[config.mk]
export PLATFORM = sky130hd
export DESIGN_NAME = json_key_string_unescape_utf8
export DESIGN_NICKNAME = d
export VERILOG_FILES = /design/src/jsu_pkg.sv /design/src/jsu_front.sv /design/src/jsu_queue.sv /design/src/jsu_back.sv /design/src/json_key_string_unescape_utf8.sv
export SDC_FILE = /design/constraint.sdc
export NUM_CORES = 1
export LEC_CHECK = 0
export BUFFER_PORTS_ARGS = -buffer_cell sky130_fd_sc_hd__buf_2
export CAP_MARGIN = 30
export CORE_UTILIZATION = 55
export CTS_CLUSTER_DIAMETER = 100
export DETAILED_ROUTE_END_ITERATION = 8
export PLACE_DENSITY = 0.82
export SLEW_MARGIN = 15
export SYNTH_ARGS = -nofsm -noshare
export SYNTH_HDL_FRONTEND = slang
export SYNTH_SLANG_ARGS = --single-unit
[constraint.sdc]
create_clock -name clk -period 33.5 [get_ports clk]
set_input_delay 3.35 -clock clk [delete_from_list [all_inputs] [get_ports clk]]
set_output_delay 3.35 -clock clk [all_outputs]
set_load 0.02 [all_outputs]
[src/jsu_pkg.sv]
// ----------------------------------------------------------------------------
// jsu_pkg: shared types for the JSON key string unescaper
// Run record passed from the parser front end through the queue to the
// result serializer, plus the parser phase encoding.
// ----------------------------------------------------------------------------
`timescale 1ns / 1ps

package jsu_pkg;

  // Most output bytes one input byte can cause
  localparam int RUN_MAX = 5;
  localparam int RUN_CNT_W = $clog2(RUN_MAX + 1);

  // Reset value of the output length register
  localparam logic [15:0] MAX_LEN_RESET = 16'd8192;

  // Parser phase, one-hot
  typedef enum logic [2:0] {
    PH_SEARCH = 3'b001,
    PH_BODY   = 3'b010,
    PH_DONE   = 3'b100
  } phase_t;

  // Everything one input byte produced
  typedef struct packed {
    logic [RUN_MAX-1:0][7:0] bytes;
    logic [RUN_CNT_W-1:0]    count;
    logic                    ended;
    logic                    found;
  } run_t;

endpackage

[src/jsu_front.sv]
// ----------------------------------------------------------------------------
// jsu_front: key search and string unescape front end
// Takes one response byte per request, tracks the key match and the escape
// state, and produces the run of output bytes that byte causes.
// ----------------------------------------------------------------------------
`timescale 1ns / 1ps

module jsu_front (
  input  logic            clk,
  input  logic            rst,
  input  logic [15:0]     max_len,
  input  logic            take,
  input  logic [7:0]      in_byte,
  input  logic            end_of_response,
  output logic            push,
  output jsu_pkg::run_t   run
);

  localparam logic [7:0] CH_NUL   = 8'h00;
  localparam logic [7:0] CH_LF    = 8'h0A;
  localparam logic [7:0] CH_SP    = 8'h20;
  localparam logic [7:0] CH_QUOTE = 8'h22;
  localparam logic [7:0] CH_BSL   = 8'h5C;
  localparam logic [7:0] CH_N     = 8'h6E;
  localparam logic [7:0] CH_P     = 8'h70;
  localparam logic [7:0] CH_R     = 8'h72;
  localparam logic [7:0] CH_T     = 8'h74;
  localparam logic [7:0] CH_U     = 8'h75;

  localparam logic [3:0] KEY_LEN = 4'd15;

  // "plainLyrics":"
  localparam logic [7:0] KEY_TEXT [15] = '{
    8'h22, 8'h70, 8'h6C, 8'h61, 8'h69, 8'h6E, 8'h4C, 8'h79,
    8'h72, 8'h69, 8'h63, 8'h73, 8'h22, 8'h3A, 8'h22
  };

  // {valid, nibble} of an ASCII hex digit
  function automatic logic [4:0] hex_val(input logic [7:0] ch);
    logic [4:0] r;
    r = 5'd0;
    if (ch >= 8'h30 && ch <= 8'h39)      r = {1'b1, 4'(ch - 8'h30)};
    else if (ch >= 8'h61 && ch <= 8'h66) r = {1'b1, 4'(ch - 8'h57)};
    else if (ch >= 8'h41 && ch <= 8'h46) r = {1'b1, 4'(ch - 8'h37)};
    return r;
  endfunction

  jsu_pkg::phase_t phase, phase_next;
  logic [3:0]  kidx, kidx_next;
  logic        esc, esc_next;
  logic        uni, uni_next;
  logic [1:0]  hcnt, hcnt_next;
  logic [11:0] hacc, hacc_next;
  logic [7:0]  held [3];
  logic [7:0]  held_next [3];
  logic [9:0]  hsb, hsb_next;
  logic        hsv, hsv_next;
  logic [15:0] emit_cnt, emit_cnt_next;
  logic        key_seen, key_seen_next;

  // Room left before the limit: at limit after k more bytes when gap <= k
  logic signed [17:0] gap;
  logic [7:0]         lim_hit;

  always_comb begin
    gap = $signed({2'b00, max_len}) - 18'sd2 - $signed({2'b00, emit_cnt});
    for (int i = 0; i < 8; i++) begin
      lim_hit[i] = (gap <= $signed(18'(i)));
    end
  end

  // Per-byte next state and output run
  always_comb begin
    logic [2:0]  e;
    logic        fin;
    logic [7:0]  b;
    logic        do_plain;
    logic        pre_u;
    logic [1:0]  pk;
    logic [7:0]  po;
    logic [7:0]  ph [4];
    logic [4:0]  hx;
    logic [3:0]  kidx_m;
    logic [15:0] v;
    logic [20:0] cp;

    phase_next    = phase;
    kidx_next     = kidx;
    esc_next      = esc;
    uni_next      = uni;
    hcnt_next     = hcnt;
    hacc_next     = hacc;
    held_next     = held;
    hsb_next      = hsb;
    hsv_next      = hsv;
    emit_cnt_next = emit_cnt;
    key_seen_next = key_seen;
    run           = '0;
    e             = 3'd0;
    fin           = 1'b0;
    b             = CH_NUL;
    do_plain      = 1'b0;
    pre_u         = 1'b0;
    pk            = 2'd0;
    po            = in_byte;
    hx            = hex_val(in_byte);
    kidx_m        = 4'd0;
    v             = {hacc, hx[3:0]};
    cp            = 21'h10000 + {1'b0, hsb, v[9:0]};

    case (phase)
      jsu_pkg::PH_SEARCH: begin
        if (in_byte == CH_NUL) begin
          fin           = 1'b1;
          key_seen_next = 1'b0;
        end else begin
          if (in_byte == KEY_TEXT[kidx])                 kidx_m = kidx + 4'd1;
          else if (in_byte == CH_QUOTE)                  kidx_m = 4'd1;
          else if (kidx == 4'd13 && in_byte == CH_P)     kidx_m = 4'd2;
          else                                           kidx_m = 4'd0;
          if (kidx_m == KEY_LEN) begin
            kidx_next     = 4'd0;
            key_seen_next = 1'b1;
            phase_next    = jsu_pkg::PH_BODY;
            esc_next      = 1'b0;
            uni_next      = 1'b0;
            hcnt_next     = 2'd0;
            hsv_next      = 1'b0;
            emit_cnt_next = 16'd0;
            if (max_len < 16'd3) fin = 1'b1;
          end else begin
            kidx_next = kidx_m;
          end
        end
      end
      jsu_pkg::PH_BODY: begin
        if (uni) begin
          if (hx[4]) begin
            if (hcnt == 2'd3) begin
              // Fourth digit: decode the code unit
              uni_next  = 1'b0;
              hcnt_next = 2'd0;
              hsv_next  = 1'b0;
              if (hsv && v >= 16'hDC00 && v <= 16'hDFFF) begin
                if (!lim_hit[2]) begin
                  run.bytes[0] = 8'hF0 | {5'd0, cp[20:18]};
                  run.bytes[1] = {2'b10, cp[17:12]};
                  run.bytes[2] = {2'b10, cp[11:6]};
                  run.bytes[3] = {2'b10, cp[5:0]};
                  e = 3'd4;
                end
                if (lim_hit[e]) fin = 1'b1;
              end else if (v >= 16'hD800 && v <= 16'hDBFF) begin
                hsb_next = v[9:0];
                hsv_next = 1'b1;
              end else if (!(v >= 16'hDC00 && v <= 16'hDFFF)) begin
                if (v < 16'h0080) begin
                  if (!gap[17]) begin
                    run.bytes[0] = v[7:0];
                    e = 3'd1;
                  end
                end else if (v < 16'h0800) begin
                  if (!lim_hit[0]) begin
                    run.bytes[0] = {3'b110, v[10:6]};
                    run.bytes[1] = {2'b10, v[5:0]};
                    e = 3'd2;
                  end
                end else if (!lim_hit[1]) begin
                  run.bytes[0] = {4'b1110, v[15:12]};
                  run.bytes[1] = {2'b10, v[11:6]};
                  run.bytes[2] = {2'b10, v[5:0]};
                  e = 3'd3;
                end
                if (lim_hit[e]) fin = 1'b1;
              end
            end else begin
              // Collect a digit; end of response here makes it malformed
              held_next[hcnt] = in_byte;
              hacc_next       = {hacc[7:0], hx[3:0]};
              hcnt_next       = hcnt + 2'd1;
              if (end_of_response) begin
                do_plain = 1'b1;
                pre_u    = 1'b1;
                pk       = hcnt + 2'd1;
                po       = CH_NUL;
                hsv_next = 1'b0;
              end
            end
          end else begin
            // Malformed escape: 'u', the digits so far, then this byte
            do_plain  = 1'b1;
            pre_u     = 1'b1;
            pk        = hcnt;
            uni_next  = 1'b0;
            hcnt_next = 2'd0;
            hsv_next  = 1'b0;
          end
        end else if (esc) begin
          esc_next = 1'b0;
          if (in_byte != CH_U) hsv_next = 1'b0;
          if (in_byte == CH_NUL) begin
            fin = 1'b1;
          end else if (in_byte == CH_U) begin
            uni_next  = 1'b1;
            hcnt_next = 2'd0;
            if (end_of_response) begin
              do_plain = 1'b1;
              pre_u    = 1'b1;
              po       = CH_NUL;
            end
          end else begin
            if (in_byte == CH_N)      run.bytes[0] = CH_LF;
            else if (in_byte == CH_T) run.bytes[0] = CH_SP;
            else                      run.bytes[0] = in_byte;
            if (in_byte != CH_R) e = 3'd1;
            if (lim_hit[e]) fin = 1'b1;
          end
        end else begin
          do_plain = 1'b1;
          if (in_byte != CH_BSL) hsv_next = 1'b0;
        end
      end
      default: begin
      end
    endcase

    // Plain byte sequence: optional 'u', replayed digits, then one byte
    ph[0] = held_next[0];
    ph[1] = held_next[1];
    ph[2] = held_next[2];
    ph[3] = CH_NUL;
    if (do_plain) begin
      if (pre_u) begin
        run.bytes[e] = CH_U;
        e = e + 3'd1;
      end
      for (int i = 0; i < 4; i++) begin
        if (!fin && i <= int'(pk)) begin
          b = (i == int'(pk)) ? po : ph[2'(i)];
          if (lim_hit[e] || b == CH_NUL) begin
            fin = 1'b1;
          end else if (b == CH_BSL) begin
            esc_next = 1'b1;
          end else if (b == CH_QUOTE) begin
            fin = 1'b1;
          end else begin
            if (e < 3'(jsu_pkg::RUN_MAX)) run.bytes[e] = b;
            e = e + 3'd1;
            if (lim_hit[e]) fin = 1'b1;
          end
        end
      end
    end

    // End of response always closes an open string
    if (end_of_response && phase != jsu_pkg::PH_DONE) fin = 1'b1;

    if (fin) begin
      phase_next = jsu_pkg::PH_DONE;
      esc_next   = 1'b0;
      uni_next   = 1'b0;
      hsv_next   = 1'b0;
    end
    emit_cnt_next = emit_cnt_next + 16'(e);

    run.count = e;
    run.ended = fin;
    run.found = fin && key_seen_next;
    push      = take && (e != 3'd0 || fin);

    // Rearm for the next response
    if (end_of_response) begin
      phase_next    = jsu_pkg::PH_SEARCH;
      kidx_next     = 4'd0;
      esc_next      = 1'b0;
      uni_next      = 1'b0;
      hcnt_next     = 2'd0;
      hsv_next      = 1'b0;
      emit_cnt_next = 16'd0;
      key_seen_next = 1'b0;
    end
  end

  // State registers
  always_ff @(posedge clk) begin
    if (rst) begin
      phase    <= jsu_pkg::PH_SEARCH;
      kidx     <= 4'd0;
      esc      <= 1'b0;
      uni      <= 1'b0;
      hcnt     <= 2'd0;
      hsv      <= 1'b0;
      emit_cnt <= 16'd0;
      key_seen <= 1'b0;
    end else if (take) begin
      phase    <= phase_next;
      kidx     <= kidx_next;
      esc      <= esc_next;
      uni      <= uni_next;
      hcnt     <= hcnt_next;
      hsv      <= hsv_next;
      emit_cnt <= emit_cnt_next;
      key_seen <= key_seen_next;
    end
  end

  // Escape payload, no reset needed
  always_ff @(posedge clk) begin
    if (take) begin
      hacc <= hacc_next;
      held <= held_next;
      hsb  <= hsb_next;
    end
  end

endmodule

[src/jsu_queue.sv]
// ----------------------------------------------------------------------------
// jsu_queue: run queue between front end and serializer
// Small flop FIFO of run records so the parser keeps taking bytes while the
// serializer drains multi-byte runs.
// ----------------------------------------------------------------------------
`timescale 1ns / 1ps

module jsu_queue #(
  parameter int DEPTH = 4
) (
  input  logic          clk,
  input  logic          rst,
  input  logic          push,
  input  jsu_pkg::run_t push_data,
  output logic          full,
  input  logic          pop,
  output logic          avail,
  output jsu_pkg::run_t head
);

  localparam int AW = (DEPTH > 1) ? $clog2(DEPTH) : 1;
  localparam int LW = $clog2(DEPTH + 1);

  jsu_pkg::run_t slots [DEPTH];
  logic [AW-1:0] wr_ptr, rd_ptr;
  logic [LW-1:0] level;

  assign full  = (level == LW'(DEPTH));
  assign avail = (level != '0);
  assign head  = slots[rd_ptr];

  // Pointers and fill level
  always_ff @(posedge clk) begin
    if (rst) begin
      wr_ptr <= '0;
      rd_ptr <= '0;
      level  <= '0;
    end else begin
      if (push) wr_ptr <= (wr_ptr == AW'(DEPTH - 1)) ? '0 : wr_ptr + AW'(1);
      if (pop)  rd_ptr <= (rd_ptr == AW'(DEPTH - 1)) ? '0 : rd_ptr + AW'(1);
      if (push && !pop)      level <= level + LW'(1);
      else if (pop && !push) level <= level - LW'(1);
    end
  end

  // Storage
  always_ff @(posedge clk) begin
    if (push) slots[wr_ptr] <= push_data;
  end

endmodule

[src/jsu_back.sv]
// ----------------------------------------------------------------------------
// jsu_back: result serializer
// Walks the run at the queue head and sends one result per cycle while
// result_stall is low, through a registered output stage.
// ----------------------------------------------------------------------------
`timescale 1ns / 1ps

module jsu_back (
  input  logic          clk,
  input  logic          rst,
  input  logic          avail,
  input  jsu_pkg::run_t head,
  output logic          pop,
  output logic          result_valid,
  input  logic          result_stall,
  output logic [7:0]    data_byte,
  output logic          byte_valid,
  output logic          text_end,
  output logic          key_found,
  output logic          last_of_run
);

  logic [jsu_pkg::RUN_CNT_W-1:0] slot;
  logic [jsu_pkg::RUN_CNT_W-1:0] total;
  logic                          last;
  logic                          load;

  // An empty run still gives one end marker
  assign total = (head.count == '0) ? jsu_pkg::RUN_CNT_W'(1) : head.count;
  assign last  = (slot == total - jsu_pkg::RUN_CNT_W'(1));
  assign load  = avail && (!result_valid || !result_stall);
  assign pop   = load && last;

  // Output valid and position within the run
  always_ff @(posedge clk) begin
    if (rst) begin
      result_valid <= 1'b0;
      slot         <= '0;
    end else if (load) begin
      result_valid <= 1'b1;
      slot         <= last ? '0 : slot + jsu_pkg::RUN_CNT_W'(1);
    end else if (!result_stall) begin
      result_valid <= 1'b0;
    end
  end

  // Output payload
  always_ff @(posedge clk) begin
    if (load) begin
      data_byte   <= (head.count != '0) ? head.bytes[slot] : 8'h00;
      byte_valid  <= (head.count != '0);
      text_end    <= last && head.ended;
      key_found   <= last && head.found;
      last_of_run <= last;
    end
  end

endmodule

[src/json_key_string_unescape_utf8.sv]
// ----------------------------------------------------------------------------
// json_key_string_unescape_utf8: each taken byte's results pass through the
// run queue and a registered output stage. One input byte per cycle while the
// run queue has room; results leave at one per cycle while result_stall is low.
// Synchronous rst clears all control state and sets the length limit to 8192.
// ----------------------------------------------------------------------------
`timescale 1ns / 1ps

module json_key_string_unescape_utf8 #(
  parameter int QUEUE_DEPTH = 4
) (
  input  logic        clk,
  input  logic        rst,
  input  logic        cfg_wr_en,
  input  logic [15:0] cfg_wr_data,
  input  logic        feed_valid,
  output logic        feed_stall,
  input  logic [7:0]  in_byte,
  input  logic        end_of_response,
  output logic        result_valid,
  input  logic        result_stall,
  output logic [7:0]  data_byte,
  output logic        byte_valid,
  output logic        text_end,
  output logic        key_found,
  output logic        last_of_run
);

  logic [15:0]   max_output_length;
  logic          take;
  logic          q_push;
  logic          q_full;
  logic          q_pop;
  logic          q_avail;
  jsu_pkg::run_t q_in;
  jsu_pkg::run_t q_head;

  // Output length register
  always_ff @(posedge clk) begin
    if (rst) begin
      max_output_length <= jsu_pkg::MAX_LEN_RESET;
    end else if (cfg_wr_en) begin
      max_output_length <= cfg_wr_data;
    end
  end

  assign feed_stall = q_full;
  assign take       = feed_valid && !feed_stall;

  // Parser front end
  jsu_front u_front (
    .clk             (clk),
    .rst             (rst),
    .max_len         (max_output_length),
    .take            (take),
    .in_byte         (in_byte),
    .end_of_response (end_of_response),
    .push            (q_push),
    .run             (q_in)
  );

  // Run queue
  jsu_queue #(
    .DEPTH (QUEUE_DEPTH)
  ) u_queue (
    .clk       (clk),
    .rst       (rst),
    .push      (q_push),
    .push_data (q_in),
    .full      (q_full),
    .pop       (q_pop),
    .avail     (q_avail),
    .head      (q_head)
  );

  // Result serializer
  jsu_back u_back (
    .clk          (clk),
    .rst          (rst),
    .avail        (q_avail),
    .head         (q_head),
    .pop          (q_pop),
    .result_valid (result_valid),
    .result_stall (result_stall),
    .data_byte    (data_byte),
    .byte_valid   (byte_valid),
    .text_end     (text_end),
    .key_found    (key_found),
    .last_of_run  (last_of_run)
  );

`ifndef SYNTH
  // End of string only on the last result of a run
  a_end_last: assert property (@(posedge clk) disable iff (rst)
    result_valid && text_end |-> last_of_run)
    else $error("text_end without last_of_run");

  // Key status only reported with the end of string
  a_found_end: assert property (@(posedge clk) disable iff (rst)
    result_valid && key_found |-> text_end)
    else $error("key_found without text_end");

  // A result without a byte is a bare end marker
  a_empty_end: assert property (@(posedge clk) disable iff (rst)
    result_valid && !byte_valid |-> text_end && (data_byte == 8'h00))
    else $error("empty result that is not an end marker");
`endif

endmodule
After elaboration in Yosys (flattened, before gate mapping) --
Memories as Yosys holds them, arrays and structs flattened. A register that Yosys moved wholly into a read port is not among the register bits. Cells that the tools add are included.
Word-level totals: memories 2, output and inout bits 14, ROM bits 128, register bits after elaboration 114, memory bits (writable) 180, word-level logic and storage cells 517
Cells by class: reductions and logical operators 64, bitwise operators 7, $lt $le $gt $ge 49, multiplexer cells 308, eq/ne operators 43, add/subtract/negate cells 20
Memory list:
- u_queue.slots | depth 4, bits a word 45, rd ports 1, clocked after Yosys merged registers in 1, write ports 1, line jsu_queue.sv:24 | jsu_pkg::run_t slots [DEPTH];
- (name not given) | depth 16, bits a word 8, rd ports 1, clocked after Yosys merged registers in 0, write ports 0, line jsu_front.sv:117 | if (in_byte == KEY_TEXT[kidx]) kidx_m = kidx + 4'd1;
Operators with widths (count):
- 2-to-1 mux 40 bit | 26
- 2-to-1 mux 8 bit | 31
- 2-to-1 mux 24 bit | 9
- 2-to-1 mux 3 bit | 60
- bitwise mux 40 bit | 4
- 2-to-1 mux 32 bit | 4
- demux 8 bit (select 3 bit) | 5
- 2-to-1 mux 16 bit | 7
- 2-to-1 mux 1 bit | 110
- less-or-equal comparator 18 x 4 -> 1 bit (second input constant) | 4
- equality test 8 x 7 -> 1 bit (second input constant) | 8
- < comparator 3 x 4 -> 1 bit (second input constant) | 13
- 2-to-1 mux 2 bit | 22
- equality test 8 x 6 -> 1 bit (second input constant) | 5
- zero test 8 bit | 5
- less-or-equal comparator 18 x 3 -> 1 bit (second input constant) | 2
- binary-select mux 1 bit (select 3 bit) | 11
- >= comparator 16 bit (second input constant) | 2
- less-or-equal comparator 16 bit (second input constant) | 2
- 2-to-1 mux 4 bit | 8
- logical AND 1 bit | 27
- OR 20 x 25 -> 25 bit | 1
- binary-select mux 8 bit (select 3 bit) | 1
- bitwise mux 24 bit | 1
- 64 further kinds | 123

Longest topological paths before layout --
depth in word-level cells 60, mapped depth 61, depth with buffers taken out 52

Hierarchy --
From an unflattened synthesis, not the netlist that was laid out.
Second synthesis, totals: cells, all modules 1803, area, all modules 18529.0 µm²
By module, submodules not included:
- jsu_front | cells each 1397, area an instance 9989.6 µm², seq. area each 1721.7 µm², instances 1
- jsu_queue | cells each 279, area an instance 6995.5 µm², seq. area each 5585.4 µm², instances 1
- jsu_back | cells each 74, area an instance 955.9 µm², seq. area each 440.4 µm², instances 1
- json_key_string_unescape_utf8 | cells each 53, area an instance 588.1 µm², seq. area each 320.3 µm², instances 1

Least setup slack after synthesis --
No wires, ideal clock.
path kind input port to flip-flop, start in in_byte[0], end mem u_queue.slots[0][0] (netlist bit), enable pin, stages 42, setup time 0.407 ns, arrival time 12.280 ns, slack 20.813 ns, buffers on the path 5, path through clkbuf_1 -> inv_1 -> ha_1 -> nand2b_1 -> a311oi_4 -> a22o_1 -> o211ai_1 -> nor3_1 -> nand2_1 -> a41oi_1 -> ha_1 -> a21oi_1 -> nand3_1 -> o21bai_2 -> buf_6 -> mux2i_1 -> a22oi_2 -> and4_1 -> [... 6 more ...] -> o311a_1 -> nand2_1 -> mux2i_4 -> xnor2_2 -> or4_4 -> a21o_4 -> nor2_4 -> xnor2_2 -> clkinv_2 -> ha_1 -> buf_1 -> nand3_1 -> a211o_1 -> nand3_1 -> nor4_1 -> a211o_2 -> a21oi_2 -> and2_1
Between the ends: longest elaborated chain between the ends 58
Ends and longest elaborated chain:
- start, declared | line json_key_string_unescape_utf8.sv:18 | input logic [7:0] in_byte,
- parallel branches: the longest is 54 deep, another holds < comparator 16 x 12 -> 1 bit
- logical OR 1 bit * | line jsu_front.sv:269 | push = take && (e != 3'd0 || fin);
- logical AND 1 bit * | line jsu_front.sv:269
- net q_push | line json_key_string_unescape_utf8.sv:31 | logic q_push;
- 2-to-1 mux 1 bit * | line jsu_queue.sv:48 | if (push) slots[wr_ptr] <= push_data;
- 2-to-1 mux 1 bit (implied by the code) * | line jsu_queue.sv:48
- end, declared | line jsu_queue.sv:24
Mark *: on every way through the listed nets, which the timed path passes. The select of a mux whose other input is x is not followed.

==> results.tsv <==
stage	metric	value	unit
status	outcome	completed	
floorplanning	die_h	185	um
floorplanning	core.rowCount	66	
floorplanning	start_util	0.561	
hold_path	hold_depth	2	
yosys	synth_area	18300	um^2
cts	tritoncts	done	
cts	clkLatencyLatePin	620	ps
routing	totalWireLength	56600	um
final_layout	area_delta_synth_final	8.86	%
floorplanning	die_area	34100	um^2
sta	slew_headroom	0.346	
placed_design	gp_congestion	1.07	
critical_path	rrSetupSlack	18830	ps
routing	drc	0	
cts	cts-buffers-inserted	31	
yosys	synth_area_leaders	edfxtp_1, mux4_2, dfxtp_1	
yosys	netlist.area_leader.share	0.376	
yosys	synth_top_cell_by_area	edfxtp_1	
final_layout	diodes	0	
sta	clock.fmax	68.2	MHz
yosys	synth_fp_nets	1862	
sta	setup-tns-final	0	ps
placed_design	dp_hpwl	41700	um
final_layout	drive_above_1_share	0.143	
sta	hold_viol_final	0	
power	sequentialPowerShare	0.395	
cts	post-cts-setup-buffers	0	
sta	setup-violations-final	0	
sta	worst_pin_slew	981	ps
placed_design	post-place-cells	2190	
routing	dr.pass1.iters	8	
hold_path	min_to	u_back.result_valid$_SDFFE_PP0P_	
cts	h-tree-depth	1	
hold_path	min_from	u_back.result_valid$_SDFFE_PP0P_	
sta	period_minus_slack	14670	ps
critical_path	r2r_cells	50	
sta	slew_violations	0	
cts	postCtsHoldBufs	0	
yosys	ys.flop_type	edfxtp_1	
placed_design	portBuffers	43	
power	power.density	55.2	nW/um^2
critical_path	path_max_fanout	13	
yosys	avgSynthCellArea	10.3	um^2
power	p_sw	360	uW
cts	path_clk_slew	60	ps
cts	cts.repair.resized	0	
yosys	synthArstFlopShare	0	
global_route	grt_start_max_net_pins	60	
yosys	synth-seq-cells	288	
cts	clock_path_buffers	3	
yosys	synthCells	1781	
floorplanning	boundaryPins	44	
sta	rsz0062_at_grt	false	
sta	finClkSkew	30.7	ps
global_route	grt_pass1_wl	85400	um
power	leakagePower	0.00711	uW
critical_path	critical_path.endpoint_type	flip-flop	
power	p_int	742	uW
yosys	synth.yosys.seq_area_share	0.440	
global_route	grt_pass1_vias	14404	
sta	fin_crit_sh	0.438	
critical_path	timing.rr.end	u_front.emit_cnt[15]$_SDFFE_PP0P_	
routing	dr.first_iter.drc_count	1900	
routing	wl_per_cell	25.1	um
yosys	synth_cell_types	116	
final_layout	n_fill_cell	2719	
critical_path	r2r-start	max_output_length[3]$_SDFFE_PP0P_	
power	p_total	1100	uW
routing	vias	15390	
critical_path	cp.arrival	15210	ps
yosys	synth_edf_count	230	
critical_path	cpMaxStageDelayCell	or4_4	
power	ir_worst_vdd	0.0000454	V
final_layout	final_cells	2251	
routing	vias_per_cell	6.84	
global_route	antenna_found_initial	0	
final_layout	nets	1865	
floorplanning	die_x	185	um
critical_path	critPathMaxStageDelay	590	ps
global_route	grt.total_usage	0.332	
cts	ctsRootBufferMaster	clkbuf_16	
yosys	yosysWarnings	0	
run	max-cap-violations	0	
cts	clock_sinks	288	
floorplanning	core	32700	um^2
hold_path	hold_class	flip-flop to flip-flop	
routing	antenna_left	0	
power	switching_share	0.327	
critical_path	criticalPathCategory	flip-flop to flip-flop	
critical_path	cp_data_required_time	34040	ps
power	combPwrFrac	0.292	
critical_path	startpoint_type	flip-flop	
power	clkPwrFrac	0.313	
global_route	overflow	0	
[worst max-delay path: cells and delay by family (launching register included)]
kind                     cells  cell delay [ps]
adder cells (fa/ha/maj)      5             1810
multiplexers                 2              390
AO/OA/AOI/OAI               16             3370
XOR/XNOR                     3              630
buffers and inverters        3              590
AND/OR/NAND/NOR             21             7430
flip-flops                   1              340
[worst max path at each step]
stage / slack, ps / from / depth (start not counted) / end
after floorplan: 20810 / in_byte[0] / 42 / u_queue.slots[0][0]$_DFFE_PP_
after global placement: 18960 / in_byte[5] / 44 / u_front.emit_cnt[15]$_SDFFE_PP0P_
after detailed placement: 18630 / in_byte[5] / 44 / u_front.emit_cnt[15]$_SDFFE_PP0P_
after CTS: 19140 / max_output_length[3]$_SDFFE_PP0P_ / 50 / u_front.emit_cnt[15]$_SDFFE_PP0P_
after global routing: 17980 / max_output_length[3]$_SDFFE_PP0P_ / 50 / u_front.emit_cnt[15]$_SDFFE_PP0P_
final: 18830 / max_output_length[3]$_SDFFE_PP0P_ / 50 / u_front.emit_cnt[15]$_SDFFE_PP0P_
[flip-flops by register name, summed over array words and instances (netlist names), 2 cells and up, named ones only]
signal and cells:
u_back.data_byte 8, u_front.emit_cnt 16, u_front.kidx 4, u_front.phase 3, u_queue.level 3, u_back.slot 3
u_queue.slots 180, u_front.hacc 12, max_output_length 16, u_front.held 16, u_queue.wr_ptr 2, u_front.hcnt 2
u_queue.rd_ptr 2, u_front.hsb 10
[metrics by stage]
| step | cell area [um^2] | setup slack (ps) | util | hold slack (ps) |
|---|---|---|---|---|
| floorplan | 18300 | 20810 | - | 444 |
| global placement | 18900 | 18960 | 0.578 | 451 |
| detailed placement | 18900 | 18630 | 0.578 | 460 |
| CTS | 19900 | 19140 | 0.610 | 468 |
| global route | 20000 | 17980 | 0.611 | 482 |
| finish | 20000 | 18830 | 0.611 | 471 |
[power by group through the flow]
stage / clock network (uW) / logic (uW) / registers (uW)
3_5_place_dp: 0 / 312 / 445
6_report: 344 / 322 / 435
4_1_cts: 348 / 314 / 437
2_1_floorplan: 0 / 220 / 449
5_1_grt: 361 / 347 / 439
3_3_place_gp: 0 / 308 / 443
[kinds of logic (layout without fill, tap and decap cells)]
family | after synthesis | count (layout) | share of synthesized area
AND/OR/NAND/NOR | 613 | 613 | 0.172
AO/OA/AOI/OAI | 496 | 496 | 0.188
flip-flops | 288 | 288 | 0.440
buffers and inverters | 168 | 196 | 0.0365
multiplexers | 121 | 121 | 0.105
adder cells (fa/ha/maj) | 51 | 51 | 0.0360
XOR/XNOR | 44 | 44 | 0.0233
[cells in the mapped netlist (all sizes together), types with 11 or more instances]
| master | count |
|---|---|
| edfxtp | 230 |
| nor2 | 164 |
| nand2 | 128 |
| a21oi | 108 |
| o21ai | 102 |
| clkbuf | 76 |
| inv | 61 |
| dfxtp | 58 |
| mux4 | 54 |
| mux2i | 50 |
| nor3 | 50 |
| ha | 48 |
| nand3 | 48 |
| a22oi | 36 |
| and2 | 36 |
| a31oi | 33 |
| buf | 28 |
| nor4 | 28 |
| nand4 | 25 |
| o211ai | 23 |
| xnor2 | 22 |
| a211oi | 20 |
| nand2b | 20 |
| xor2 | 20 |
| o22ai | 18 |
| or3 | 18 |
| mux2 | 17 |
| nor2b | 16 |
| and3 | 15 |
| a21o | 13 |
| nand3b | 13 |
| o31ai | 13 |
| or2 | 13 |
| a2111oi | 12 |
| or4 | 12 |
| o21a | 11 |
[per-layer routing]
layer  global-route usage  routed length (um)  vias up
li1                     -                   -     6901
met1                0.455               22900     7441
met2                0.518               25400      903
met3               0.0678                5800      145
met4                0.129                2440        0
met5                    0                   0        -
[layout make-up]
cell class              instances  area, um^2  share of cell area
clock buffers                  36         795              0.0398
clock inverters                22         228              0.0114
inverters                      64         241              0.0121
multi-input cells            1325        9630               0.482
flip-flops and latches        288        8070               0.404
well taps                     442         553              0.0277
repair buffers                 74         458              0.0229
[cell usage in the layout (no fill, tap or decap), types with 12 or more instances in the layout]
cell type,Yosys,routed
a211oi_1,17,17
a21o_1,12,12
a21oi_1,106,106
a22oi_1,32,32
a31oi_1,31,31
and2_1,35,31
and3_1,15,15
buf_2,15,46
buf_4,3,26
clkbuf_16,0,31
dfxtp_1,58,56
edfxtp_1,230,230
ha_1,48,48
inv_1,59,59
mux2_2,16,16
mux2i_1,49,49
mux4_2,54,54
nand2_1,127,127
nand2b_1,20,20
nand3_1,47,47
nand3b_1,13,13
nand4_1,25,25
nor2_1,161,161
nor2b_1,16,16
nor3_1,47,47
nor4_1,27,25
o211ai_1,23,23
o21ai_0,90,90
o22ai_1,18,18
o31ai_1,13,13
or3_1,17,17
xnor2_1,20,20
xor2_1,20,20
(Power assumes the default switching activity.)
